<file path="src/rtl/tksl_pkg.sv">
`timescale 1ns / 1ps
// ----------------------------------------------------------------------------
// tksl_pkg: shared types and codes for the top-K sorted insertion list
// Holds the item mode codes, register indexes, controller state encoding and
// the command bundle that the controller sends to the datapath.
// ----------------------------------------------------------------------------
package tksl_pkg;

	localparam int CFG_INDEX_W = 1;
	localparam int CFG_DATA_W  = 5;
	localparam int CAP_REG_W   = 5;

	localparam logic [CFG_INDEX_W-1:0] REG_CAPACITY     = 1'b0;
	localparam logic [CFG_INDEX_W-1:0] REG_KEEP_HIGHEST = 1'b1;

	localparam logic [1:0] MODE_INSERT = 2'd0;
	localparam logic [1:0] MODE_READ   = 2'd1;
	localparam logic [1:0] MODE_CLEAR  = 2'd2;

	localparam logic [CAP_REG_W-1:0] CAPACITY_RESET = 5'd16;

	typedef enum logic [2:0] {
		ST_IDLE    = 3'b001,
		ST_COMPARE = 3'b010,
		ST_UPDATE  = 3'b100
	} state_t;

	typedef struct packed {
		logic load;
		logic compare;
		logic update;
	} ctrl_t;

endpackage

</file>
<file path="src/rtl/top_k_sorted_insert_list.sv">
`timescale 1ns / 1ps
// A transaction accepted at a clock edge passes through the compare and the update
// state of the sequencer; the done register then shows its result, with done high.
// A new transaction is accepted only after the last has left its update state;
// busy is low again in the cycle that carries done.
// The receiver cannot stall: each result is valid for exactly that one cycle.
// Reset: arst_n clears the fill count, the sequencer, done and the config registers.
// ----------------------------------------------------------------------------
// top_k_sorted_insert_list: bounded top-K insertion-sorted list
// Keeps up to capacity entries ordered by a signed fixed-point score with a
// small payload, and answers insert, read and clear transactions.
// ----------------------------------------------------------------------------
module top_k_sorted_insert_list #(
	parameter int K_MAX      = 16,
	parameter int SCORE_BITS = 32
) (
	input  logic                                clk,
	input  logic                                arst_n,
	// Command channel.
	input  logic                                start,
	output logic                                busy,
	input  logic [1:0]                          mode,
	input  logic signed [SCORE_BITS-1:0]        score,
	input  logic [7:0]                          rule_index,
	input  logic signed [10:0]                  child_node,
	input  logic [7:0]                          child_length,
	input  logic [3:0]                          child_rank,
	input  logic [((K_MAX > 1) ? $clog2(K_MAX) : 1)-1:0] slot,
	// Configuration write port.
	input  logic                                cfg_wr_en,
	input  logic [tksl_pkg::CFG_INDEX_W-1:0]    cfg_index,
	input  logic [tksl_pkg::CFG_DATA_W-1:0]     cfg_wdata,
	// Result channel.
	output logic                                done,
	output logic                                accepted,
	output logic [$clog2(K_MAX+1)-1:0]          position,
	output logic [$clog2(K_MAX+1)-1:0]          entry_count,
	output logic                                read_valid,
	output logic signed [SCORE_BITS-1:0]        read_score,
	output logic [7:0]                          read_rule_index,
	output logic signed [10:0]                  read_child_node,
	output logic [7:0]                          read_child_length,
	output logic [3:0]                          read_child_rank
);

	// Count fields must hold K_MAX itself; the slot index only needs K_MAX places.
	localparam int CNT_W = $clog2(K_MAX + 1);
	localparam int IDX_W = (K_MAX > 1) ? $clog2(K_MAX) : 1;

	tksl_pkg::ctrl_t ctrl;

	// The sequencer walks each transaction through a compare cycle, in which every
	// cell compares its score with the new one, and an update cycle, in which the
	// insert position is picked and the cells below it shift down by one.
	tksl_ctrl u_ctrl (
		.clk    (clk),
		.arst_n (arst_n),
		.start  (start),
		.busy   (busy),
		.ctrl   (ctrl)
	);

	// The datapath holds the configuration registers, the row of entry cells,
	// the fill count and the registered result fields.
	tksl_dp #(
		.K_MAX      (K_MAX),
		.SCORE_BITS (SCORE_BITS),
		.CNT_W      (CNT_W),
		.IDX_W      (IDX_W)
	) u_dp (
		.clk               (clk),
		.arst_n            (arst_n),
		.ctrl              (ctrl),
		.mode              (mode),
		.score             (score),
		.rule_index        (rule_index),
		.child_node        (child_node),
		.child_length      (child_length),
		.child_rank        (child_rank),
		.slot              (slot),
		.cfg_wr_en         (cfg_wr_en),
		.cfg_index         (cfg_index),
		.cfg_wdata         (cfg_wdata),
		.done              (done),
		.accepted          (accepted),
		.position          (position),
		.entry_count       (entry_count),
		.read_valid        (read_valid),
		.read_score        (read_score),
		.read_rule_index   (read_rule_index),
		.read_child_node   (read_child_node),
		.read_child_length (read_child_length),
		.read_child_rank   (read_child_rank)
	);

	// An accepted transaction keeps the block busy in the following cycle.
	assert property (@(posedge clk) disable iff (!arst_n)
		(start && !busy) |=> busy)
		else $error("accepted transaction did not raise busy");

	// A result only follows the update cycle of a transaction.
	assert property (@(posedge clk) disable iff (!arst_n)
		done |-> $past(ctrl.update))
		else $error("result strobe without an update cycle");

	// An inserted entry always lies inside the list that holds it.
	assert property (@(posedge clk) disable iff (!arst_n)
		(done && accepted) |-> (position < entry_count))
		else $error("insert position outside the held entries");

	// A dropped insert or any other transaction reports the out-of-range position.
	assert property (@(posedge clk) disable iff (!arst_n)
		(done && !accepted) |-> (position == CNT_W'(K_MAX)))
		else $error("position reported for a transaction that inserted nothing");

endmodule

</file>
<file path="src/rtl/tksl_ctrl.sv">
`timescale 1ns / 1ps
// ----------------------------------------------------------------------------
// tksl_ctrl: transaction sequencer
// Steps each accepted transaction through a compare cycle and an update cycle.
// ----------------------------------------------------------------------------
module tksl_ctrl (
	input  logic           clk,
	input  logic           arst_n,
	input  logic           start,
	output logic           busy,
	output tksl_pkg::ctrl_t ctrl
);

	tksl_pkg::state_t state_q;
	tksl_pkg::state_t state_next;

	always_comb begin
		state_next = state_q;
		case (state_q)
			tksl_pkg::ST_IDLE: begin
				if (start) begin
					state_next = tksl_pkg::ST_COMPARE;
				end
			end
			tksl_pkg::ST_COMPARE: begin
				state_next = tksl_pkg::ST_UPDATE;
			end
			tksl_pkg::ST_UPDATE: begin
				state_next = tksl_pkg::ST_IDLE;
			end
			default: begin
				state_next = tksl_pkg::ST_IDLE;
			end
		endcase
	end

	always_ff @(posedge clk or negedge arst_n) begin
		if (!arst_n) begin
			state_q <= tksl_pkg::ST_IDLE;
		end else begin
			state_q <= state_next;
		end
	end

	assign busy         = (state_q != tksl_pkg::ST_IDLE);
	assign ctrl.load    = start && (state_q == tksl_pkg::ST_IDLE);
	assign ctrl.compare = (state_q == tksl_pkg::ST_COMPARE);
	assign ctrl.update  = (state_q == tksl_pkg::ST_UPDATE);

endmodule

</file>
<file path="src/rtl/tksl_dp.sv">
`timescale 1ns / 1ps
// ----------------------------------------------------------------------------
// tksl_dp: list storage, comparators and result registers
// Holds the sorted entries as a row of cells, compares the new score against
// every cell at once, then inserts and shifts in a single update cycle.
// ----------------------------------------------------------------------------
module tksl_dp #(
	parameter int K_MAX      = 16,
	parameter int SCORE_BITS = 32,
	parameter int CNT_W      = 5,
	parameter int IDX_W      = 4
) (
	input  logic                                clk,
	input  logic                                arst_n,
	input  tksl_pkg::ctrl_t                     ctrl,
	input  logic [1:0]                          mode,
	input  logic signed [SCORE_BITS-1:0]        score,
	input  logic [7:0]                          rule_index,
	input  logic signed [10:0]                  child_node,
	input  logic [7:0]                          child_length,
	input  logic [3:0]                          child_rank,
	input  logic [IDX_W-1:0]                    slot,
	input  logic                                cfg_wr_en,
	input  logic [tksl_pkg::CFG_INDEX_W-1:0]    cfg_index,
	input  logic [tksl_pkg::CFG_DATA_W-1:0]     cfg_wdata,
	output logic                                done,
	output logic                                accepted,
	output logic [CNT_W-1:0]                    position,
	output logic [CNT_W-1:0]                    entry_count,
	output logic                                read_valid,
	output logic signed [SCORE_BITS-1:0]        read_score,
	output logic [7:0]                          read_rule_index,
	output logic signed [10:0]                  read_child_node,
	output logic [7:0]                          read_child_length,
	output logic [3:0]                          read_child_rank
);

	localparam int CAP_W = (CNT_W > tksl_pkg::CAP_REG_W) ? CNT_W : tksl_pkg::CAP_REG_W;

	// Configuration registers.
	logic [tksl_pkg::CAP_REG_W-1:0] capacity_q;
	logic                           keep_highest_q;

	always_ff @(posedge clk or negedge arst_n) begin
		if (!arst_n) begin
			capacity_q     <= tksl_pkg::CAPACITY_RESET;
			keep_highest_q <= 1'b1;
		end else if (cfg_wr_en) begin
			case (cfg_index)
				tksl_pkg::REG_CAPACITY:     capacity_q     <= cfg_wdata[tksl_pkg::CAP_REG_W-1:0];
				tksl_pkg::REG_KEEP_HIGHEST: keep_highest_q <= cfg_wdata[0];
				default: ;
			endcase
		end
	end

	// Captured transaction.
	logic [1:0]                   mode_q;
	logic signed [SCORE_BITS-1:0] score_q;
	logic [7:0]                   rule_q;
	logic signed [10:0]           node_q;
	logic [7:0]                   length_q;
	logic [3:0]                   rank_q;
	logic [IDX_W-1:0]             slot_q;

	always_ff @(posedge clk) begin
		if (ctrl.load) begin
			mode_q   <= mode;
			score_q  <= score;
			rule_q   <= rule_index;
			node_q   <= child_node;
			length_q <= child_length;
			rank_q   <= child_rank;
			slot_q   <= slot;
		end
	end

	// Entry cells and fill count.
	logic signed [SCORE_BITS-1:0] ent_score_q  [K_MAX];
	logic [7:0]                   ent_rule_q   [K_MAX];
	logic signed [10:0]           ent_node_q   [K_MAX];
	logic [7:0]                   ent_length_q [K_MAX];
	logic [3:0]                   ent_rank_q   [K_MAX];
	logic [CNT_W-1:0]             held_q;

	// Compare cycle: one flag per held cell that the new score strictly beats.
	logic [K_MAX-1:0] better;
	logic [K_MAX-1:0] better_s1;

	always_comb begin
		for (int j = 0; j < K_MAX; j++) begin
			better[j] = (CNT_W'(j) < held_q) &&
				(keep_highest_q ? (score_q > ent_score_q[j]) : (score_q < ent_score_q[j]));
		end
	end

	always_ff @(posedge clk) begin
		if (ctrl.compare) begin
			better_s1 <= better;
		end
	end

	// Update cycle: the first beaten cell is the insert position.
	logic [CNT_W-1:0] pos;
	logic [CNT_W-1:0] cap_eff;
	logic [CNT_W-1:0] end_idx;
	logic             ins_ok;
	logic             rd_hit;
	logic [CNT_W-1:0] held_next;

	always_comb begin
		pos = held_q;
		for (int j = K_MAX - 1; j >= 0; j--) begin
			if (better_s1[j]) begin
				pos = CNT_W'(j);
			end
		end
	end

	assign cap_eff = (CAP_W'(capacity_q) > CAP_W'(K_MAX)) ? CNT_W'(K_MAX)
		: CNT_W'(CAP_W'(capacity_q));
	assign ins_ok  = (mode_q == tksl_pkg::MODE_INSERT) && (pos < cap_eff);
	assign end_idx = (held_q < cap_eff) ? held_q : (cap_eff - CNT_W'(1));
	assign rd_hit  = (mode_q == tksl_pkg::MODE_READ) && (CNT_W'(slot_q) < held_q);

	always_comb begin
		held_next = held_q;
		case (mode_q)
			tksl_pkg::MODE_INSERT: begin
				if (ins_ok && (held_q < cap_eff)) begin
					held_next = held_q + CNT_W'(1);
				end
			end
			tksl_pkg::MODE_CLEAR: begin
				held_next = '0;
			end
			default: begin
				held_next = held_q;
			end
		endcase
	end

	always_ff @(posedge clk or negedge arst_n) begin
		if (!arst_n) begin
			held_q <= '0;
		end else if (ctrl.update) begin
			held_q <= held_next;
		end
	end

	for (genvar j = 0; j < K_MAX; j++) begin : g_cell
		logic signed [SCORE_BITS-1:0] src_score;
		logic [7:0]                   src_rule;
		logic signed [10:0]           src_node;
		logic [7:0]                   src_length;
		logic [3:0]                   src_rank;
		logic                         take_new;
		logic                         take_shift;

		if (j == 0) begin : g_head
			assign src_score  = score_q;
			assign src_rule   = rule_q;
			assign src_node   = node_q;
			assign src_length = length_q;
			assign src_rank   = rank_q;
		end else begin : g_body
			assign src_score  = ent_score_q[j-1];
			assign src_rule   = ent_rule_q[j-1];
			assign src_node   = ent_node_q[j-1];
			assign src_length = ent_length_q[j-1];
			assign src_rank   = ent_rank_q[j-1];
		end

		assign take_new   = ins_ok && (pos == CNT_W'(j));
		assign take_shift = ins_ok && (CNT_W'(j) > pos) && (CNT_W'(j) <= end_idx);

		always_ff @(posedge clk) begin
			if (ctrl.update) begin
				if (take_new) begin
					ent_score_q[j]  <= score_q;
					ent_rule_q[j]   <= rule_q;
					ent_node_q[j]   <= node_q;
					ent_length_q[j] <= length_q;
					ent_rank_q[j]   <= rank_q;
				end else if (take_shift) begin
					ent_score_q[j]  <= src_score;
					ent_rule_q[j]   <= src_rule;
					ent_node_q[j]   <= src_node;
					ent_length_q[j] <= src_length;
					ent_rank_q[j]   <= src_rank;
				end
			end
		end
	end

	// Result registers.
	always_ff @(posedge clk or negedge arst_n) begin
		if (!arst_n) begin
			done <= 1'b0;
		end else begin
			done <= ctrl.update;
		end
	end

	always_ff @(posedge clk) begin
		if (ctrl.update) begin
			accepted          <= ins_ok;
			position          <= ins_ok ? pos : CNT_W'(K_MAX);
			entry_count       <= held_next;
			read_valid        <= rd_hit;
			read_score        <= rd_hit ? ent_score_q[slot_q]  : '0;
			read_rule_index   <= rd_hit ? ent_rule_q[slot_q]   : '0;
			read_child_node   <= rd_hit ? ent_node_q[slot_q]   : '0;
			read_child_length <= rd_hit ? ent_length_q[slot_q] : '0;
			read_child_rank   <= rd_hit ? ent_rank_q[slot_q]   : '0;
		end
	end

endmodule

</file>
<file path="config.mk">
export PLATFORM = sky130hd
export DESIGN_NAME = top_k_sorted_insert_list
export DESIGN_NICKNAME = d
export VERILOG_FILES = /design/src/rtl/tksl_pkg.sv /design/src/rtl/top_k_sorted_insert_list.sv /design/src/rtl/tksl_ctrl.sv /design/src/rtl/tksl_dp.sv
export SDC_FILE = /design/constraint.sdc
export NUM_CORES = 2
export LEC_CHECK = 0
export BUFFER_PORTS_ARGS = -buffer_cell sky130_fd_sc_hd__buf_2
export CAP_MARGIN = 15
export CORE_ASPECT_RATIO = 0.8
export CORE_MARGIN = 2
export CORE_UTILIZATION = 58
export DETAILED_ROUTE_END_ITERATION = 8
export PLACE_DENSITY = 0.77
export SYNTH_ARGS = -nofsm -noshare
export SYNTH_HDL_FRONTEND = slang
export SYNTH_HIERARCHICAL = 1
export SYNTH_SLANG_ARGS = --single-unit
</file>
<file path="constraint.sdc">
create_clock -name clk -period 11.2 [get_ports clk]
set_input_delay 2.24 -clock clk [delete_from_list [all_inputs] [get_ports clk]]
set_output_delay 2.24 -clock clk [all_outputs]
set_load 0.05 [all_outputs]
</file>
Word level (Yosys, flattened, before mapping)
Memory sizes are Yosys's and may differ from the RTL's. A register that Yosys moved wholly into a read port is not among the register bits.
Index checks and enable logic that the tools add are counted.
{ "totals": {"register_bits": 112, "output_inout_bits": 77, "ramBits": 1008, "mem_count": 5, "in_bits": 79, "elab_cells": 518} }
{ "classes": {"n_lt_le_gt_ge": 84, "n_reduce_logical": 77, "n_mux": 230, "add_sub_neg": 2, "eq_ne": 22, "n_bitwise": 81} }
{ "memory_table": {"columns": ["name", "depth", "word_bits", "read_ports", "rd_clocked_by_memory_dff", "write_ports", "line_no", "source"], "rows": [
  ["u_dp.ent_score_q", 16, 32, 17, 1, 16, "tksl_dp.sv:79", "logic signed [SCORE_BITS-1:0] ent_score_q [K_MAX];"],
  ["u_dp.ent_node_q", 16, 11, 16, 1, 16, "tksl_dp.sv:81", "logic signed [10:0] ent_node_q [K_MAX];"],
  ["u_dp.ent_length_q", 16, 8, 16, 1, 16, "tksl_dp.sv:82", "logic [7:0] ent_length_q [K_MAX];"],
  ["u_dp.ent_rule_q", 16, 8, 16, 1, 16, "tksl_dp.sv:80", "logic [7:0] ent_rule_q [K_MAX];"],
  ["u_dp.ent_rank_q", 16, 4, 16, 1, 16, "tksl_dp.sv:83", "logic [3:0] ent_rank_q [K_MAX];"]
]} }
{ "ops": {"columns": ["cell", "n"], "rows": [
  ["$gt 32x32->1", 16],
  ["$lt 32x32->1", 16],
  ["$mux 32", 16],
  ["$mux 8", 32],
  ["$mux 11", 16],
  ["$mux 1", 128],
  ["$mux 5", 19],
  ["$or 1x1->1", 80],
  ["$logic_and 1x1->1", 68],
  ["$mux 4", 16],
  ["$eq 5x4->1 const B", 8],
  ["$gt 4x5->1 const A", 8],
  ["$le 4x5->1 const A", 8],
  ["$lt 4x5->1 const A", 8],
  ["$eq 5x3->1 const B", 4],
  ["$gt 3x5->1 const A", 4],
  ["$le 3x5->1 const A", 4],
  ["$lt 3x5->1 const A", 4],
  ["$eq 5x2->1 const B", 2],
  ["$gt 1x5->1 const A", 2],
  ["$gt 2x5->1 const A", 2],
  ["$le 1x5->1 const A", 2],
  ["$le 2x5->1 const A", 2],
  ["$lt 1x5->1 const A", 2],
  ["other kinds (22)", 29]
]} }

Depth between registers and ports, before layout
{ "depth": {"word_depth": 25, "depth_mapped": 19} }

Hierarchy
Netlist, hierarchy kept.
{ "by_module_without_submodules": {"columns": ["module", "cells_each", "instances", "seq_area_each_um2", "area_per_inst_um2"], "rows": [
  ["tksl_dp", 4942, 1, 35376.4, 69983.4],
  ["tksl_ctrl", 11, 1, 76.3, 143.9]
]} }

Least setup slack after synthesis
No wires, ideal clock.
{ "synth_path": {"path_type": "register -> register", "start": "register u_ctrl.state_q[2]", "end": "memory u_dp.ent_length_q[10][0] (enable)", "setup_ns": 0.571, "stages_incl_launch_ff": 7, "slack_ns": -1.100, "arrival_time_ns": 11.729, "required_time_ns": 10.629, "synth_period_minus_slack_ns": 12.300, "path_cell_list": "dfrtp_1 nor3b_1 buf_2 nand2_1 a21oi_1 nand2_1 o21ai_0"} }
{ "synth_rtl": {"columns": ["element", "line_no", "source"], "rows": [
  ["start, declared", "tksl_ctrl.sv:14", "tksl_pkg::state_t state_q;"],
  ["start signal, assigned", "tksl_ctrl.sv:39", "state_q <= tksl_pkg::ST_IDLE;"],
  ["start signal, assigned", "tksl_ctrl.sv:41", "state_q <= state_next;"],
  ["end, declared", "tksl_dp.sv:82", null]
]} }

==> impl_results.md <==
* Largest net degree at the start of global routing at 113
* Fraction of the mapped netlist area in compound gates at 4.87%
* Kind of end point of the critical path: flop
* Rows at 114
* Initial Util at 58.3%
* Power per cell area at 167 mW/mm^2
* Top cell by count, worst path: a21oi_1
* Vias in the first global route at 44991
* Routed WL at 201000 um
* Top post-synthesis cells by area: edfxtp_1 50%, mux2_2 13%, mux4_2 10%
* Warnings, synthesis at 6
* # DRC at 0
* Vias per cell at 6.69
* Post-synthesis cell area at 0.0701 sq mm
* Worst-path cell chain: nor4_1 -> o21ai_0 -> a21oi_1 -> ha_1 -> a21o_1 -> a21oi_1 -> o221ai_1 -> o21bai_4 -> inv_2 -> nand2_1 -> a21oi_1 -> nand2_1 -> o22ai_4 -> buf_4
* Ys async rst share at 1.27%
* Mux share of post-synthesis cell area at 25.6%
* Inserted Clock Buffers at 117
* EDFF count, synth at 1168
* # nets final at 5670
* CTS clock-pin slew for the worst setup and hold paths at 60 ps
* Main combinational cell family by area after synthesis: multiplexers
* Seq pwr share at 41.9%
* Crit Path Max Fanout at 38
* Cell taking the most area after synthesis: edfxtp_1
* RSZ-0062 raised after global routing: false
* Main synth FF type: edfxtp_1
* Count leader, synth: edfxtp_1
* CTS Hold Bufs at 0
* Die height at 315 um
* Post-DP HPWL at 135000 um
* # setup viols final at 0
* Crit path largest cell delay at 1010 ps
* Synth top area share at 50.0%
* Initial drt markers at 5636
* Crit path required time at 11570 ps
* Synth Area in Adders at 9.37%
* # Max-Cap Violations at 0
* Congestion Overflow GR at 0
* Register bit total from synthesis at 1183
* Layout cells sized above 1 at 32.1%
* Post-DRT Antenna Nets at 0
* Leakage power at 29.1 nW
* Cells after Synth at 4953
* Number of H-tree levels at 3
* Int Power at 9.05 mW
* Clk buf depth at 3
* M2 GR Usage at 47.1%
* Port buffer count at 155
* 1st-pass router iterations at 7
* Most used routing layer: met2
* Die X at 393 um
* Die area at 0.124 sq mm
* Seq/Total Area, Yosys at 50.6%
* Sw Pwr at 3.73 mW
* VDD IR max at 0.147 mV
* Combinational share of power at 25.5%
* Crit path max-delay family: compound AO/OA/AOI/OAI gates
* # Post-CTS Setup Buffers at 0
* Num ports at 156
* Setup TNS Final at 0 ps
* WP data arrival at 6980 ps
* Status: complete, no violations
* Met3 GRT Util at 11.2%
* Final Hold Vio Count at 0
* Switching Share at 29.2%
* CTS tree: done
* Clk pwr share at 32.6%
* Aggregate global-route resource usage at 32.6%
* Syn Nets at 5557
* CTS Root Cell: clkbuf_16
* First-pass GRT wire length at 297000 um
* Floorplan Core Area at 0.120 sq mm
* GP Congestion at 0.969
* Worst hold path type: flop to flop
* Worst slew pin tran at 1320 ps
* Fin worst setup slack at 4590 ps
* GR Util met1 at 46.9%
* Pre-CTS setup slack at 4840 ps
* Kind of critical path: flop to flop
* Via Count at 45459
* Slew Limit Headroom at 11.9%
* Clock sinks at 1183
* Crit share post-route at 59.0%
* Worst-Skew Late Latency at 760 ps
* Post-synth top cells: 1168 x edfxtp_1, 785 x mux2_2, 526 x inv_1, 525 x ha_1, 315 x mux4_2
* Synth Area in XOR/XNOR at 0.0624%
* F_max at 0.151 GHz
* Slew Viols, Final at 0
* Final Skew at 26.9 ps
* Avg WL per Cell at 29.6 um
* Period minus WS final at 6610 ps
* Initial antenna violation count at 7
* Syn Area/Cell at 14.2 sq um
* Simple-gate portion of the synthesized area at 4.91%
* Post-CTS sizing at 0
* Crit start category: flop
* Distinct cells, synth at 81
* Area added between synthesis and finish at 9.45%
* Slowest-stage cell, CP: a21oi_1
* WP buf/inv at 2
[per-layer routing]
metal  routed length, um  share of wire [%]  vias up
met3               26800                 13      373
met1               81700                 41    23089
met5                  36              0.018        -
li1                    -                  -    19354
met4                5810                2.9        6
met2               86800                 43     2637
[cell families after synthesis]
family | after synthesis
DFF | 1183
and+or+nand+nor | 652
xor gates and xnor gates | 5
muxes | 1256
adders and majority gates | 525
buffers and inverters | 789
AOI/OAI and AO/OA | 543
[metrics by stage]
step | power (mW) | hold WS, ps | utilization, % | cells | cell area (sq um)
2_1_floorplan | 7.67 | 464 | - | 4953 | 70100
3_3_place_gp | 8.51 | 515 | 60.4 | 6565 | 72700
3_5_place_dp | 8.62 | 536 | 60.4 | 6565 | 72700
4_1_cts | 12.8 | 553 | 63.7 | 6783 | 76700
5_1_grt | 13.3 | 570 | 63.7 | 6789 | 76700
6_report | 12.8 | 547 | 63.8 | 6793 | 76800
[power by group through the flow]
stage	sequential [mW]	clock, mW	combinational, mW
final	5.36	4.16	3.26
after global routing	5.37	4.39	3.49
after CTS	5.35	4.22	3.20
after detailed placement	5.44	0	3.18
after global placement	5.44	0	3.07
after floorplan	5.49	0	2.18
[placed cells by master (no fill, tap or decap), drive strengths merged, types with 11 or more instances in the layout]
| master | count |
|---|---|
| edfxtp | 1168 |
| mux2 | 927 |
| inv | 534 |
| ha | 525 |
| mux4 | 315 |
| buf | 252 |
| a21oi | 162 |
| clkbuf | 149 |
| o21ai | 145 |
| nand2 | 138 |
| nor2 | 113 |
| nor2b | 99 |
| nand4 | 90 |
| a21o | 60 |
| nor3 | 60 |
| clkinv | 43 |
| nand3 | 40 |
| a211oi | 23 |
| o211ai | 21 |
| o21a | 21 |
| nand2b | 20 |
| bufinv | 18 |
| a2111oi | 17 |
| and3 | 16 |
| nor4 | 16 |
| a31oi | 15 |
| mux2i | 14 |
| dfrtp | 12 |
| or3 | 12 |
| or2 | 11 |
| a221oi | 11 |
[registers in the layout (all words and copies together), names as in the netlist, 8 cells and up]
signal,count
u_dp/g_cell.src_rule,8
u_dp/ent_rank_q,64
u_dp/read_child_length,8
u_dp/read_rule_index,8
u_dp/g_cell.src_node,11
u_dp/ent_rule_q,128
u_dp/better_s1,16
u_dp/g_cell.src_length,8
u_dp/ent_score_q,512
u_dp/read_child_node,11
u_dp/g_cell.src_score,32
u_dp/ent_length_q,128
u_dp/ent_node_q,176
u_dp/read_score,32
[worst reg2reg max path, cell delays in order (launching register included)]
cell and delay [ps]:
edfxtp_1 440, nor4_1 680, o21ai_0 220, a21oi_1 1010, ha_1 410, a21o_1 170
a21oi_1 160, o221ai_1 130, o21bai_4 210, inv_2 190, nand2_1 210, a21oi_1 340
nand2_1 260, o22ai_4 940, buf_4 780
[path summary, 6_finish.rpt]
check                             startpoint                       end  slack (ps)  cells past startpoint
max reg2reg                u_dp/better_s1[9]  u_dp/ent_length_q[14][5]        4590                     14
max                        u_dp/better_s1[9]  u_dp/ent_length_q[14][5]        4590                     14
min in group asynchronous             arst_n         u_ctrl/state_q[2]        1450                      1
max in group asynchronous             arst_n        u_dp/capacity_q[4]        9370                      1
min                        u_ctrl/state_q[2]         u_ctrl/state_q[2]         550                      1
min reg2reg                u_ctrl/state_q[2]         u_ctrl/state_q[2]         550                      1
[layout make-up]
type                       count  area, sq um
tap                         1624         2030
sequential                  1183        35500
clock buffer                 147         3070
multi-input combinational   2981        31700
inverter                     528         1980
timing repair buffer         255         1580
fill                        8816        43600
antenna                        4         10.0
clock inverter                71          910
(Power assumes the default switching activity.)
